==> src/rtl/hcmm_ram.sv <==
// ----------------------------------------------------------------------------
// hcmm_ram: single-port synchronous byte memory
// One address per cycle, written, read or both, with registered read data.
// ----------------------------------------------------------------------------
module hcmm_ram #(
  parameter int unsigned AddrW = 7
) (
  input  logic             clk_i,
  input  logic             we_i,
  input  logic             re_i,
  input  logic [AddrW-1:0] addr_i,
  input  logic [7:0]       wdata_i,
  output logic [7:0]       rdata_o
);

  logic [7:0] mem [2**AddrW];
  logic [7:0] rdata_q;

  always_ff @(posedge clk_i) begin
    if (we_i) begin
      mem[addr_i] <= wdata_i;
    end
    if (re_i) begin
      rdata_q <= mem[addr_i];
    end
  end

  assign rdata_o = rdata_q;

endmodule

==> config.mk <==
export PLATFORM = sky130hd
export DESIGN_NAME = hcmm_ram
export DESIGN_NICKNAME = d
export VERILOG_FILES = /design/src/rtl/hcmm_ram.sv
export SDC_FILE = /design/constraint.sdc
export NUM_CORES = 1
export LEC_CHECK = 0
export BUFFER_PORTS_ARGS = -buffer_cell sky130_fd_sc_hd__buf_4
export CORE_MARGIN = 3
export CORE_UTILIZATION = 30
export CTS_CLUSTER_SIZE = 14
export DETAILED_ROUTE_END_ITERATION = 12
export PLACE_DENSITY_LB_ADDON = 0.05
export RECOVER_POWER = 100
export SLEW_MARGIN = 20
export SYNTH_ARGS = -nofsm -noshare
export SYNTH_HDL_FRONTEND = slang
export SYNTH_SLANG_ARGS = --single-unit
==> constraint.sdc <==
create_clock -name clk_i -period 3.9 [get_ports clk_i]
set_clock_uncertainty 0.2 [all_clocks]
set_input_delay 0.78 -clock clk_i [delete_from_list [all_inputs] [get_ports clk_i]]
set_output_delay 0.78 -clock clk_i [all_outputs]
set_load 0.03 [all_outputs]
==> impl_metrics.yaml, run 1 <==
timing:
  min_period_ps: 3556
  max_freq_ghz: 0.2812
  hold_viol: 0
  slew_headroom: -1.041
  setup_violations: 0
  rsz0062_at_grt: "false"
  worst_pin_slew_ps: 3061
  fin_crit_sh: 0.9117
  finalMaxSlewViolations: 406
  tns_ps: 0
die:
  ios: 26
  die_h_um: 373.5
  coreArea_um2: 133800
  fp.dieW_um: 373.5
  initial_core_util: 0.3028
  fp-row-count: 134
  dieArea_um2: 139500
clocking:
  cts_hold_buffers: 0
  cts_tree: "yes"
  clk_latency_ps: 750
  postCtsSetupBuffers: 0
  cts_resized: 0
  clockRootBuffer: "clkbuf_16"
  clock-sinks: 1032
  numCtsBuffers: 117
  cts_max_level: 3
  clk_pin_slew_ps: 60
  clock_path_buffers: 3
synth:
  syn_inst: 2475
  synth_seq_cells: 1032
  synth.avg_cell_area_um2: 16.37
  async_flop_share: 0
  netlist.top_cell.by_area: "edfxtp_1"
  synth_top_cells_by_area: "edfxtp_1 (76%), a221oi_1 (4.8%), nor2_1 (2.2%)"
  syn-cell-area_um2: 40510
  synthTopCellsByCount: "edfxtp_1 (1032), nor2_1 (240), a221oi_1 (220), a21oi_1 (125), nand2_1 (102)"
  synth_warnings: 0
  synth_ff_type: "edfxtp_1"
  synth-seq-area-share: 0.7649
  synth_most_common_cell: "edfxtp_1"
  synth_cell_types: 65
  synth_edf_count: 1032
  syn-num-nets: 2493
  netlist.area_leader.share: 0.7649
detailed_routing:
  wl_per_cell_um: 32.74
  vias: 25066
  remaining_drc_errors: 0
  ant_nets: 0
  drtIter0Drc: 2520
  totalWireLength_um: 151800
  dr.pass1.iters: 5
  viasPerCell: 5.408
run:
  cap_violations: 10
hold_path:
  holdPathStages: 2
  hp-class: "input port to flop"
  hp-start: "addr_i[5]"
  worstHoldEndpoint: "rdata_o[4]$_DFFE_PP_"
worst_setup_path:
  critPathTopFamily: "buffers and inverters"
  required_ps: 4060
  rr_worst_depth: 6
  cp_common_cell: "clkbuf_1"
  reg2reg_to: "rdata_o[5]$_DFFE_PP_"
  slowest_stage: "clkbuf_4"
  critical_path_class: "input port to flop"
  crit_path_end_kind: "flop"
  crit_fanout: 33
  critPathMaxStageDelay_ps: 590
  crit_chain: "clkbuf_4 -> buf_12 -> buf_4 -> nand3_1 -> clkbuf_1 -> nor2_1 -> clkbuf_1"
  cp-start-kind: "input port"
  reg2reg_from: "mem[27][5]$_DFFE_PP_"
  critPathBufInv: 5
  arrival_ps: 3710
  ff2ff_setup_slack_ps: 1230
finish:
  areaGrowthSynthToFinish_pct: 18.49
  drive_gt1_frac: 0.1637
  fin_cells: 4635
  final_nets: 2786
power:
  combPwrFrac: 0.068
  seqPwrFrac: 0.501
  pwr-share-clk: 0.431
  ir_drop_v: 0.0003581
  power_density_nw_per_um2: 512.0
  power.leakage_uw: 0.01508
  sw_frac_of_total: 0.2345
  p_int_uw: 18810
  total_power_uw: 24580
  p_sw_uw: 5764
global_routing:
  grt-ovfl-total: 0
  grt_pass1_vias: 25166
  grt_max_degree: 61
  grtUsageTotal: 0.2139
  antenna_found_initial: 3
  grt_pass1_wl_um: 210400
placed_design:
  port_buffers: 25
  gp_congestion: 0.8323
  place_inst: 4417
  dp_hpwl_um: 97240
status:
  outcome: "finished, violations left"
  violations: "max-capacitance violations, max-slew violations"
worst max path at each step:
stage / start / slack (ps) / end / cells past startpoint
2_1_floorplan: addr_i[2] / 630 / mem[72][0]$_DFFE_PP_ / 8
3_5_place_dp: addr_i[2] / -130 / rdata_o[0]$_DFFE_PP_ / 9
5_1_grt: addr_i[2] / 310 / rdata_o[0]$_DFFE_PP_ / 9
4_1_cts: addr_i[2] / 680 / rdata_o[0]$_DFFE_PP_ / 9
6_report: addr_i[2] / 340 / mem[55][6]$_DFFE_PP_ / 7
3_3_place_gp: addr_i[0] / -80 / rdata_o[5]$_DFFE_PP_ / 10
per-layer routing:
layer / track usage / part of all wire / up-vias
met5: 0 / 0 / -
met4: 0.04833 / 0.018 / 0
met3: 0.03252 / 0.059 / 148
met1: 0.3051 / 0.45 / 13388
met2: 0.3447 / 0.47 / 830
li1: - / - / 10700
power groups by stage:
stage               Clock [µW]  Combinational [µW]  Sequential, µW
detailed placement           0                1720           12500
floorplan                    0                 707           12500
finish                   10600                1680           12300
global route             11300                1770           12300
global placement             0                1710           12500
CTS                      10900                1720           12300
sequential cells by signal, summed over array words and instances, names as in the netlist:
signal and cells:
mem 1024, rdata_o 8
per-stage QoR:
stage	hold slack, ps	setup WS (ps)	cell area (µm²)	util
2_1_floorplan	488.0	627.2	40510	-
3_3_place_gp	707.9	-76.37	44990	0.3363
3_5_place_dp	696.2	-133.0	44990	0.3363
4_1_cts	149.4	683.8	48630	0.3635
5_1_grt	274.0	309.6	48000	0.3588
6_report	307.8	344.4	48010	0.3588
cell families after synthesis:
| family | Yosys count | synth area share |
|---|---|---|
| flops | 1032 | 0.7649 |
| compound gates | 680 | 0.1251 |
| simple gates | 427 | 0.04466 |
| buf+inv | 199 | 0.02600 |
| mux | 137 | 0.03935 |
layout make-up:
cell class / count / area [µm²]
multi-input combinational: 1244 / 8489
timing repair buffer: 369 / 2653
clock inverter: 66 / 565.5
clock buffer: 150 / 3073
inverter: 4 / 18.77
antenna: 2 / 5.005
sequential: 1032 / 30990
fill: 12790 / 85790
tap: 1768 / 2212
placed cells by master (no fill, tap or decap), types with 5 or more instances in the layout:
master,count
mux2_2,60
nor2_1,239
a221o_1,20
nand3_1,17
a22oi_1,73
clkbuf_1,176
o211ai_1,11
nand2b_1,8
o22a_1,11
a211oi_1,8
edfxtp_1,1032
buf_4,171
nor2b_1,10
clkbuf_2,15
nor3_1,16
and2_1,5
a21oi_1,125
a221oi_1,220
clkinv_2,18
a22o_1,41
mux2i_1,61
bufinv_16,8
o31ai_1,6
nand2_1,102
nand4_1,9
buf_12,36
clkbuf_16,118
o22ai_1,24
o221ai_1,17
clkinv_1,33
o21ai_0,80
mux4_2,11
(Power assumes the default switching activity.)
==> inputs of run 2 (changes only) <==
Settings changed: PLACE_DENSITY set to 0.55, PLACE_DENSITY_LB_ADDON 0.05 to not set.
==> impl_metrics.yaml, run 2 (synthesis gave the netlist of run 1 again) <==
clocking:
  clock_path_buffers: 3
  cts_resized: 0
  cts_hold_buffers: 0
  postCtsSetupBuffers: 0
  clockRootBuffer: "clkbuf_16"
  clock-sinks: 1032
  clk_latency_ps: 690
  numCtsBuffers: 106
  cts_max_level: 3
  cts_tree: "yes"
  clk_pin_slew_ps: 60
power:
  pwr-share-clk: 0.436
  power_density_nw_per_um2: 514.5
  combPwrFrac: 0.062
  ir_drop_v: 0.0003321
  seqPwrFrac: 0.502
  total_power_uw: 24490
  power.leakage_uw: 0.01477
  p_sw_uw: 5428
  p_int_uw: 19060
  sw_frac_of_total: 0.2216
global_routing:
  grtUsageTotal: 0.1763
  antenna_found_initial: 5
  grt-ovfl-total: 0
  grt_max_degree: 129
  grt_pass1_wl_um: 181100
  grt_pass1_vias: 24396
finish:
  drive_gt1_frac: 0.1465
  layout_common_cells: "edfxtp_1 (1032), nor2_1 (239), a221oi_1 (220), clkbuf_1 (182), a21oi_1 (125)"
  largest_reg_flops: 1024
  mostFrequentLayoutCell: "edfxtp_1"
  areaGrowthSynthToFinish_pct: 17.48
  top_register: "mem"
  fin_cells: 4576
  final_nets: 2731
worst_setup_path:
  crit_fanout: 28
  critical_path_class: "input port to flop"
  cp-start-kind: "input port"
  rr_worst_depth: 7
  reg2reg_from: "mem[98][3]$_DFFE_PP_"
  ff2ff_setup_slack_ps: 1280
  crit_start: "addr_i[0]"
  reg2reg_to: "rdata_o[3]$_DFFE_PP_"
  crit_path_end_kind: "flop"
  required_ps: 4010
  arrival_ps: 3720
  worstSetupEndpoint: "mem[41][6]$_DFFE_PP_"
detailed_routing:
  remaining_drc_errors: 0
  vias: 24936
  dr.pass1.iters: 5
  totalWireLength_um: 126000
  drtIter0Drc: 3065
  wl_per_cell_um: 27.52
  ant_nets: 0
  viasPerCell: 5.449
placed_design:
  place_inst: 4373
  gp_congestion: 0.8584
  dp_hpwl_um: 79370
  port_buffers: 25
die:
  die_h_um: 373.5
  dieArea_um2: 139500
  ios: 26
  initial_core_util: 0.3028
  fp-row-count: 134
  fp.dieW_um: 373.5
  coreArea_um2: 133800
status:
  violations: "max-capacitance violations, max-slew violations"
  outcome: "finished, violations left"
timing:
  finalMaxSlewViolations: 409
  rsz0062_at_grt: "false"
  setup_violations: 0
  tns_ps: 0
  worst_pin_slew_ps: 3157
  max_freq_ghz: 0.2769
  hold_slack_ps: 437.0
  hold_viol: 0
  min_period_ps: 3612
  slew_headroom: -1.105
  fin_crit_sh: 0.9261
hold_path:
  hp-class: "input port to flop"
run:
  cap_violations: 8
-- run 2: changes by cell type in the layout (fill, tap and decap cells not counted), moves of 6 or more --
cell / change
clkbuf_1: +6
buf_4: -52
clkbuf_2: -11
buf_12: -6
clkbuf_16: -8
clkinvlp_4: +9
clkinv_1: -7
bufinv_16: +10
-- run 2: metrics by stage --
stage	util	cell area, µm²	setup WS (ps)
final	0.3557	47600	288.4
after global routing	0.3557	47590	351.7
after CTS	0.3608	48270	842.6
after detailed placement	0.3333	44590	82.11
after global placement	0.3333	44590	-63.32
after floorplan	-	40510	627.2
-- run 2: worst max-delay path, stage by stage --
cell	delay (ps)
buf_6	280
nor2b_1	220
clkbuf_1	1090
nand2_1	160
clkbuf_1	320
nor2_1	290
clkbuf_1	530
-- run 2: area by class of cell --
cell class	instances	area (µm²)
diodes	2	5.005
clock buffers	125	2809
clock inverters	76	872.1
fillers	12731	86200
inverters	4	17.52
multi-input cells	1244	8494
flip-flops and latches	1032	30990
well taps	1768	2212
repair buffers	325	2196
-- run 2: power by group through the flow --
stage	clock network [µW]	registers [µW]	logic, µW
3_5_place_dp	0	12500	1530
4_1_cts	10800	12300	1530
3_3_place_gp	0	12500	1520
2_1_floorplan	0	12500	707
5_1_grt	11300	12300	1590
6_report	10700	12300	1510
-- run 2: worst min-delay path by stage --
stage	start	endpoint	slack, ps	cells past startpoint
2_1_floorplan	mem[13][3]$_DFFE_PP_	rdata_o[3]$_DFFE_PP_	490	4
3_3_place_gp	mem[28][7]$_DFFE_PP_	rdata_o[7]$_DFFE_PP_	640	4
3_5_place_dp	mem[28][7]$_DFFE_PP_	rdata_o[7]$_DFFE_PP_	630	4
4_1_cts	re_i	rdata_o[5]$_DFFE_PP_	240	1
5_1_grt	addr_i[5]	rdata_o[4]$_DFFE_PP_	380	2
6_report	addr_i[5]	rdata_o[4]$_DFFE_PP_	440	2
-- run 2: per-layer routing --
layer,track usage,vias to the layer above,share of wire
met3,0.03459,223,0.086
met1,0.2475,12977,0.42
met2,0.2783,1162,0.46
met5,0,-,0.000056
li1,-,10572,-
met4,0.04961,2,0.030
