## src/rtl/hcmm_pkg.sv

```systemverilog
// ----------------------------------------------------------------------------
// hcmm_pkg: memory map decoder shared definitions
// Target codes, address constants and the decode record that passes
// between the decoder and the top level.
// ----------------------------------------------------------------------------
package hcmm_pkg;

  localparam int unsigned WramAddrW = 15;
  localparam int unsigned HramAddrW = 7;

  localparam logic [15:0] ADDR_BOOT_END   = 16'h0100;
  localparam logic [15:0] ADDR_XBOOT_LO   = 16'h0200;
  localparam logic [15:0] ADDR_XBOOT_END  = 16'h0900;
  localparam logic [15:0] ADDR_VRAM_BASE  = 16'h8000;
  localparam logic [15:0] ADDR_CRAM_BASE  = 16'hA000;
  localparam logic [15:0] ADDR_WRAM_BASE  = 16'hC000;
  localparam logic [15:0] ADDR_OAM_BASE   = 16'hFE00;
  localparam logic [15:0] ADDR_OAM_END    = 16'hFEA0;
  localparam logic [15:0] ADDR_IO_BASE    = 16'hFF00;
  localparam logic [15:0] ADDR_HRAM_BASE  = 16'hFF80;
  localparam logic [15:0] ADDR_IE         = 16'hFFFF;

  localparam logic [15:0] REG_JOYPAD      = 16'hFF00;
  localparam logic [15:0] REG_SB          = 16'hFF01;
  localparam logic [15:0] REG_SC          = 16'hFF02;
  localparam logic [15:0] REG_TIMER_LO    = 16'hFF04;
  localparam logic [15:0] REG_TIMER_HI    = 16'hFF07;
  localparam logic [15:0] REG_IF          = 16'hFF0F;
  localparam logic [15:0] REG_AUDIO_LO    = 16'hFF10;
  localparam logic [15:0] REG_AUDIO_HI    = 16'hFF3F;
  localparam logic [15:0] REG_VIDEO_LO    = 16'hFF40;
  localparam logic [15:0] REG_VIDEO_HI    = 16'hFF4B;
  localparam logic [15:0] REG_DMA         = 16'hFF46;
  localparam logic [15:0] REG_SPEED       = 16'hFF4D;
  localparam logic [15:0] REG_VBANK       = 16'hFF4F;
  localparam logic [15:0] REG_BOOT_OFF    = 16'hFF50;
  localparam logic [15:0] REG_HDMA_LO     = 16'hFF51;
  localparam logic [15:0] REG_HDMA_HI     = 16'hFF55;
  localparam logic [15:0] REG_VCOL_LO     = 16'hFF68;
  localparam logic [15:0] REG_VCOL_HI     = 16'hFF6B;
  localparam logic [15:0] REG_WBANK       = 16'hFF70;

  localparam logic [7:0]  BYTE_OPEN       = 8'hFF;
  localparam logic [7:0]  VBANK_FILL      = 8'hFE;
  localparam logic [2:0]  WBANK_RESET     = 3'd1;

  typedef enum logic [4:0] {
    TGT_LOCAL   = 5'd0,
    TGT_BOOT    = 5'd1,
    TGT_CROM    = 5'd2,
    TGT_VRAM    = 5'd3,
    TGT_CRAM    = 5'd4,
    TGT_OAM     = 5'd5,
    TGT_JOYPAD  = 5'd6,
    TGT_IFLAG   = 5'd7,
    TGT_DMA     = 5'd8,
    TGT_TIMER   = 5'd9,
    TGT_VIDEO   = 5'd10,
    TGT_AUDIO   = 5'd11,
    TGT_IENABLE = 5'd12,
    TGT_HDMA    = 5'd13,
    TGT_VBANK   = 5'd14,
    TGT_SPEED   = 5'd15,
    TGT_NONE    = 5'd16
  } tgt_e;

  typedef enum logic [1:0] {
    SRC_REG  = 2'd0,
    SRC_WRAM = 2'd1,
    SRC_HRAM = 2'd2
  } src_e;

  typedef struct packed {
    tgt_e                 target;
    logic [15:0]          offset;
    logic [7:0]           fwd;
    logic [7:0]           fill;
    logic [7:0]           rdata;
    logic                 is_local;
    src_e                 src;
    logic                 wram_we;
    logic                 wram_re;
    logic [WramAddrW-1:0] wram_addr;
    logic                 hram_we;
    logic                 hram_re;
    logic [HramAddrW-1:0] hram_addr;
    logic                 sb_we;
    logic                 sc_we;
    logic                 boot_off_set;
    logic                 bank_we;
    logic [2:0]           bank_wdata;
  } dec_t;

endpackage

```

## src/rtl/hcmm_decode.sv

```systemverilog
// ----------------------------------------------------------------------------
// hcmm_decode: address decoder
// Maps one bus transaction onto a target, memory accesses and register
// updates, using the current bank, overlay, serial and colour-mode state.
// ----------------------------------------------------------------------------
module hcmm_decode (
  input  logic          op_i,
  input  logic [15:0]   addr_i,
  input  logic [7:0]    wdata_i,
  input  logic          dma_active_i,
  input  logic          from_dma_i,
  input  logic          speed_mode_i,
  input  logic          speed_pending_i,
  input  logic          color_mode_i,
  input  logic          boot_off_i,
  input  logic [2:0]    work_bank_i,
  input  logic [7:0]    serial_byte_i,
  input  logic [7:0]    serial_ctrl_i,
  output hcmm_pkg::dec_t dec_o
);

  import hcmm_pkg::*;

  dec_t d;
  logic blocked;
  logic bank0;
  logic is_hdma;
  logic is_vcol;
  logic is_timer;
  logic is_video;
  logic is_audio;

  always_comb begin
    blocked  = !from_dma_i && dma_active_i && (addr_i != REG_DMA) &&
               (addr_i < ADDR_HRAM_BASE);
    bank0    = (addr_i[15:12] == 4'hC) || (addr_i[15:12] == 4'hE);
    is_hdma  = (addr_i >= REG_HDMA_LO) && (addr_i <= REG_HDMA_HI);
    is_vcol  = (addr_i >= REG_VCOL_LO) && (addr_i <= REG_VCOL_HI);
    is_timer = (addr_i >= REG_TIMER_LO) && (addr_i <= REG_TIMER_HI);
    is_video = (addr_i >= REG_VIDEO_LO) && (addr_i <= REG_VIDEO_HI);
    is_audio = (addr_i >= REG_AUDIO_LO) && (addr_i <= REG_AUDIO_HI);

    d            = '0;
    d.target     = TGT_NONE;
    d.offset     = addr_i;
    d.src        = SRC_REG;
    d.wram_addr  = {(bank0 ? 3'd0 : work_bank_i), addr_i[11:0]};
    d.hram_addr  = addr_i[HramAddrW-1:0];
    d.bank_wdata = (wdata_i[2:0] == 3'd0) ? WBANK_RESET : wdata_i[2:0];

    if (blocked) begin
      if (!op_i) begin
        d.target   = TGT_LOCAL;
        d.rdata    = BYTE_OPEN;
        d.is_local = 1'b1;
      end
    end else if (!op_i) begin
      if (!boot_off_i && ((addr_i < ADDR_BOOT_END) || (color_mode_i &&
          (addr_i >= ADDR_XBOOT_LO) && (addr_i < ADDR_XBOOT_END)))) begin
        d.target = TGT_BOOT;
      end else if (addr_i < ADDR_VRAM_BASE) begin
        d.target = TGT_CROM;
      end else if (addr_i < ADDR_CRAM_BASE) begin
        d.target = TGT_VRAM;
        d.offset = addr_i - ADDR_VRAM_BASE;
      end else if (addr_i < ADDR_WRAM_BASE) begin
        d.target = TGT_CRAM;
        d.offset = addr_i - ADDR_CRAM_BASE;
      end else if (addr_i < ADDR_OAM_BASE) begin
        d.target   = TGT_LOCAL;
        d.is_local = 1'b1;
        d.src      = SRC_WRAM;
        d.wram_re  = 1'b1;
      end else if (addr_i < ADDR_OAM_END) begin
        d.target = TGT_OAM;
        d.offset = addr_i - ADDR_OAM_BASE;
      end else if (addr_i < ADDR_IO_BASE) begin
        d.target   = TGT_LOCAL;
        d.rdata    = BYTE_OPEN;
        d.is_local = 1'b1;
      end else if (addr_i < ADDR_HRAM_BASE) begin
        if (addr_i == REG_JOYPAD) begin
          d.target = TGT_JOYPAD;
        end else if (addr_i == REG_SB) begin
          d.target   = TGT_LOCAL;
          d.rdata    = serial_byte_i;
          d.is_local = 1'b1;
        end else if (addr_i == REG_SC) begin
          d.target   = TGT_LOCAL;
          d.rdata    = serial_ctrl_i;
          d.is_local = 1'b1;
        end else if (addr_i == REG_IF) begin
          d.target = TGT_IFLAG;
        end else if (addr_i == REG_DMA) begin
          d.target = TGT_DMA;
        end else if (color_mode_i && (addr_i == REG_SPEED)) begin
          d.target   = TGT_LOCAL;
          d.rdata    = {speed_mode_i, 6'b111111, speed_pending_i};
          d.is_local = 1'b1;
        end else if (color_mode_i && is_hdma) begin
          d.target = TGT_HDMA;
        end else if (color_mode_i && (addr_i == REG_WBANK)) begin
          d.target   = TGT_LOCAL;
          d.rdata    = {5'b11111, work_bank_i};
          d.is_local = 1'b1;
        end else if (color_mode_i && (addr_i == REG_VBANK)) begin
          d.target = TGT_VBANK;
          d.fill   = VBANK_FILL;
        end else if (color_mode_i && is_vcol) begin
          d.target = TGT_VIDEO;
        end else if (is_timer) begin
          d.target = TGT_TIMER;
        end else if (is_video) begin
          d.target = TGT_VIDEO;
        end else if (is_audio) begin
          d.target = TGT_AUDIO;
        end else begin
          d.target   = TGT_LOCAL;
          d.rdata    = BYTE_OPEN;
          d.is_local = 1'b1;
        end
      end else if (addr_i < ADDR_IE) begin
        d.target   = TGT_LOCAL;
        d.is_local = 1'b1;
        d.src      = SRC_HRAM;
        d.hram_re  = 1'b1;
      end else begin
        d.target = TGT_IENABLE;
      end
    end else begin
      d.fwd = wdata_i;
      if (addr_i < ADDR_VRAM_BASE) begin
        d.target = TGT_CROM;
      end else if (addr_i < ADDR_CRAM_BASE) begin
        d.target = TGT_VRAM;
        d.offset = addr_i - ADDR_VRAM_BASE;
      end else if (addr_i < ADDR_WRAM_BASE) begin
        d.target = TGT_CRAM;
        d.offset = addr_i - ADDR_CRAM_BASE;
      end else if (addr_i < ADDR_OAM_BASE) begin
        d.target  = TGT_LOCAL;
        d.wram_we = 1'b1;
      end else if (addr_i < ADDR_OAM_END) begin
        d.target = TGT_OAM;
        d.offset = addr_i - ADDR_OAM_BASE;
      end else if (addr_i < ADDR_IO_BASE) begin
        d.target = TGT_NONE;
      end else if (addr_i < ADDR_HRAM_BASE) begin
        if (addr_i == REG_JOYPAD) begin
          d.target = TGT_JOYPAD;
        end else if (addr_i == REG_SB) begin
          d.target = TGT_LOCAL;
          d.sb_we  = 1'b1;
        end else if (addr_i == REG_SC) begin
          d.target = TGT_LOCAL;
          d.sc_we  = 1'b1;
        end else if (addr_i == REG_IF) begin
          d.target = TGT_IFLAG;
        end else if (addr_i == REG_DMA) begin
          d.target = TGT_DMA;
        end else if (addr_i == REG_BOOT_OFF) begin
          d.target       = TGT_LOCAL;
          d.boot_off_set = 1'b1;
        end else if (color_mode_i && (addr_i == REG_SPEED)) begin
          d.target = TGT_SPEED;
          d.fwd    = {7'd0, wdata_i[0]};
        end else if (color_mode_i && is_hdma) begin
          d.target = TGT_HDMA;
        end else if (color_mode_i && (addr_i == REG_WBANK)) begin
          d.target  = TGT_LOCAL;
          d.bank_we = 1'b1;
        end else if (color_mode_i && (addr_i == REG_VBANK)) begin
          d.target = TGT_VBANK;
          d.fwd    = {7'd0, wdata_i[0]};
        end else if (color_mode_i && is_vcol) begin
          d.target = TGT_VIDEO;
        end else if (is_timer) begin
          d.target = TGT_TIMER;
        end else if (is_video) begin
          d.target = TGT_VIDEO;
        end else if (is_audio) begin
          d.target = TGT_AUDIO;
        end else begin
          d.target = TGT_NONE;
        end
      end else if (addr_i < ADDR_IE) begin
        d.target  = TGT_LOCAL;
        d.hram_we = 1'b1;
      end else begin
        d.target = TGT_IENABLE;
      end
      if ((d.target == TGT_LOCAL) || (d.target == TGT_NONE)) begin
        d.fwd = 8'd0;
      end
    end
  end

  assign dec_o = d;

endmodule
```

## config.mk

```make
export PLATFORM = sky130hd
export DESIGN_NAME = hcmm_decode
export DESIGN_NICKNAME = d
export VERILOG_FILES = /design/src/rtl/hcmm_pkg.sv /design/src/rtl/hcmm_decode.sv
export SDC_FILE = /design/constraint.sdc
export NUM_CORES = 1
export LEC_CHECK = 0
export BUFFER_PORTS_ARGS = -buffer_cell sky130_fd_sc_hd__buf_2
export CAP_MARGIN = 5
export CORE_ASPECT_RATIO = 0.7
export CORE_MARGIN = 10
export CORE_UTILIZATION = 39
export DETAILED_ROUTE_END_ITERATION = 12
export PLACE_DENSITY = 0.89
export SLEW_MARGIN = 40
export SYNTH_ARGS = -nofsm -noshare
export SYNTH_HDL_FRONTEND = slang
export SYNTH_SLANG_ARGS = --single-unit
```

## constraint.sdc

```tcl
create_clock -name vclk -period 2.7
set_clock_uncertainty 0.2 [all_clocks]
set_input_delay 0.135 -clock vclk [all_inputs]
set_output_delay 0.135 -clock vclk [all_outputs]
set_load 0.05 [all_outputs]
```

==> out/qor.csv <==
metric,value,unit
Overflow after GRT,0,
Tcrit/Tclk final,102,%
Die Wd,102,um
Max Slew Vio Count,0,
LEAKAGE,1.35,nW
Max IR drop VDD,0.106,mV
WS Path Type,primary input to output pin,
number of iterations in the first detailed-routing pass,6,
Layout Cells excl Fill,468,
Routed WL,8.61,mm
DRT iter0 DRCs,218,
final hold vios,0,
synth top area cells,"buf_4, nor2_1, nand3_1",
fin worst setup slack,-0.0661,ns
post-synthesis sequential area ratio,0,%
Crit Path Max Fanout,7,
"top cells by count, synth","nor2_1, buf_4, nand2_1, nand3_1",
Port Buffers,130,
post-synth top area share,15.3,%
cell with the most instances after synthesis,nor2_1,
DIE AREA,7840,um2
Rows,20,
HPWL after detailed placement,7.08,mm
layout cells sized above 1,54.5,%
Seq. cell area,0,um2
Critical Path AT,2.43,ns
nets,468,
Mean Syn Cell Area,6.31,um2
initial core utilization,41.0,%
first-pass GRT wire length,13.2,mm
RSZ-0062 raised after global routing,yes,
dpl cells,463,
status,"complete, but fails checks",
total of warnings raised by yosys,0,
DR vias/cell,5.78,
Power Total,0.496,mW
IO Pins,131,
n_diodes,0,
total global routing track utilization,19.7,%
Final Util,65.3,%
WL per Instance,18.4,um
Post-Syn Area,1820,um2
endpoints failing setup,14,
violated checks,negative setup slack,
Period minus WS final,2.77,ns
crit end category,output pin,
core footprint,4430,um2
antenna violations before repair,0,
max cap viols,0,
transition time of the tightest slew-check pin,0.517,ns
library cells used by synthesis,62,
Synth area leader,buf_4,
post-synth net total,341,
vias in the first global route,2617,
P&R area growth vs syn,59.1,%
power density over cell area,171,nW/um2
Placer Congestion,0.961,
largest net degree at the start of global routing,16,
f_max,0.362,GHz
Antenna Nets Post-Route,0,
synthesized instance count,288,
Residual DRC,0,
Post-CTS Hold Buffers,0,
relative slew slack,64.6,%
vias,2706,
TNS Setup,-0.544,ns
Startpoint Class,primary input,
"Data required, critical path",2.37,ns
clock buffers,0,
Die Span Y,77.1,um
sequential cells,0,
worst hold path class,primary input to output pin,
==> stage by stage <==
| stage | hold WS (ns) | worst slack (ns) | area, um2 |
|---|---|---|---|
| 3_3_place_gp | 0.383 | 0.0249 | 2600 |
| 2_1_floorplan | 0.237 | -0.269 | 1930 |
| 3_5_place_dp | 0.387 | -0.0494 | 2600 |
| 6_report | 0.378 | -0.0661 | 2890 |
| 5_1_grt | 0.384 | -0.108 | 2890 |
| 4_1_cts | 0.387 | -0.00958 | 2640 |
==> logic make-up after synthesis <==
logic type / share of synthesized area, %
compound gates: 33.2
xor+xnor: 0.482
fa+ha+maj: 2.06
buf+inv: 22.6
other cells: 0.206
simple gates: 41.4
==> timing repair <==
| item | CTS | global route |
|---|---|---|
| pin swaps | 2 | 5 |
| setup buffers | 0 | 5 |
| setup endpoints to repair | 20 | 32 |
| endpoints found under the hold margin | 0 | 0 |
| gates resized for setup | 16 | 72 |
==> cells in the final DEF, fill, tap and decap left out, types with 3 or more instances in the layout <==
cell type and count:
buf_6 11, a21oi_2 3, a21boi_2 3, a211o_1 3
a221oi_2 3, inv_1 6, nand3_1 17, o21bai_1 3
nor3_1 9, nor4_1 3, o21ai_0 11, o21a_1 7
buf_4 59, or4_1 5, buf_2 99, buf_8 9
nand4_1 5, o21ai_2 3, nor2_2 3, or3_1 3
nor2_1 37, nor3_2 4, a211oi_2 3, ha_1 3
clkbuf_4 4, nand2_1 18, o22ai_1 4, a21oi_1 13
nand4b_1 4, nand2b_1 7
==> routing by layer <==
layer / wire, um / vias to the layer above / GRT usage [%]
met5: 0 / - / 0
met4: 102 / 0 / 0.285
met3: 1040 / 11 / 6.71
met2: 3970 / 175 / 33.2
met1: 3500 / 1234 / 24.7
li1: - / 1286 / -
==> power by group <==
group | leakage [nW] | switching [mW] | total (mW) | internal, mW
Combinational | 1.35 | 0.340 | 0.496 | 0.156
Sequential | 0 | 0 | 0 | 0
Clock | 0 | 0 | 0 | 0
Total | 1.35 | 0.340 | 0.496 | 0.156
==> path summary, 6_finish.rpt <==
kind,startpoint,to,slack (ns),cells after the start
max,addr_i[4],dec_o[46],-0.07,10
min,addr_i[5],dec_o[12],0.38,2
==> critical path, cell delays in order <==
cell	delay (ns)
buf_8	0.10
or4b_4	0.57
o41ai_4	0.32
a211o_1	0.28
buf_12	0.15
nand2_8	0.06
buf_8	0.14
nor4_4	0.29
buf_6	0.21
buf_8	0.17
==> area by class of cell <==
cell class | count | area (um2)
multi-input cells | 223 | 1550
well taps | 55 | 68.8
inverters | 7 | 26.3
fillers | 377 | 1540
repair buffers | 183 | 1250
Power figures use the tool's default switching activity.
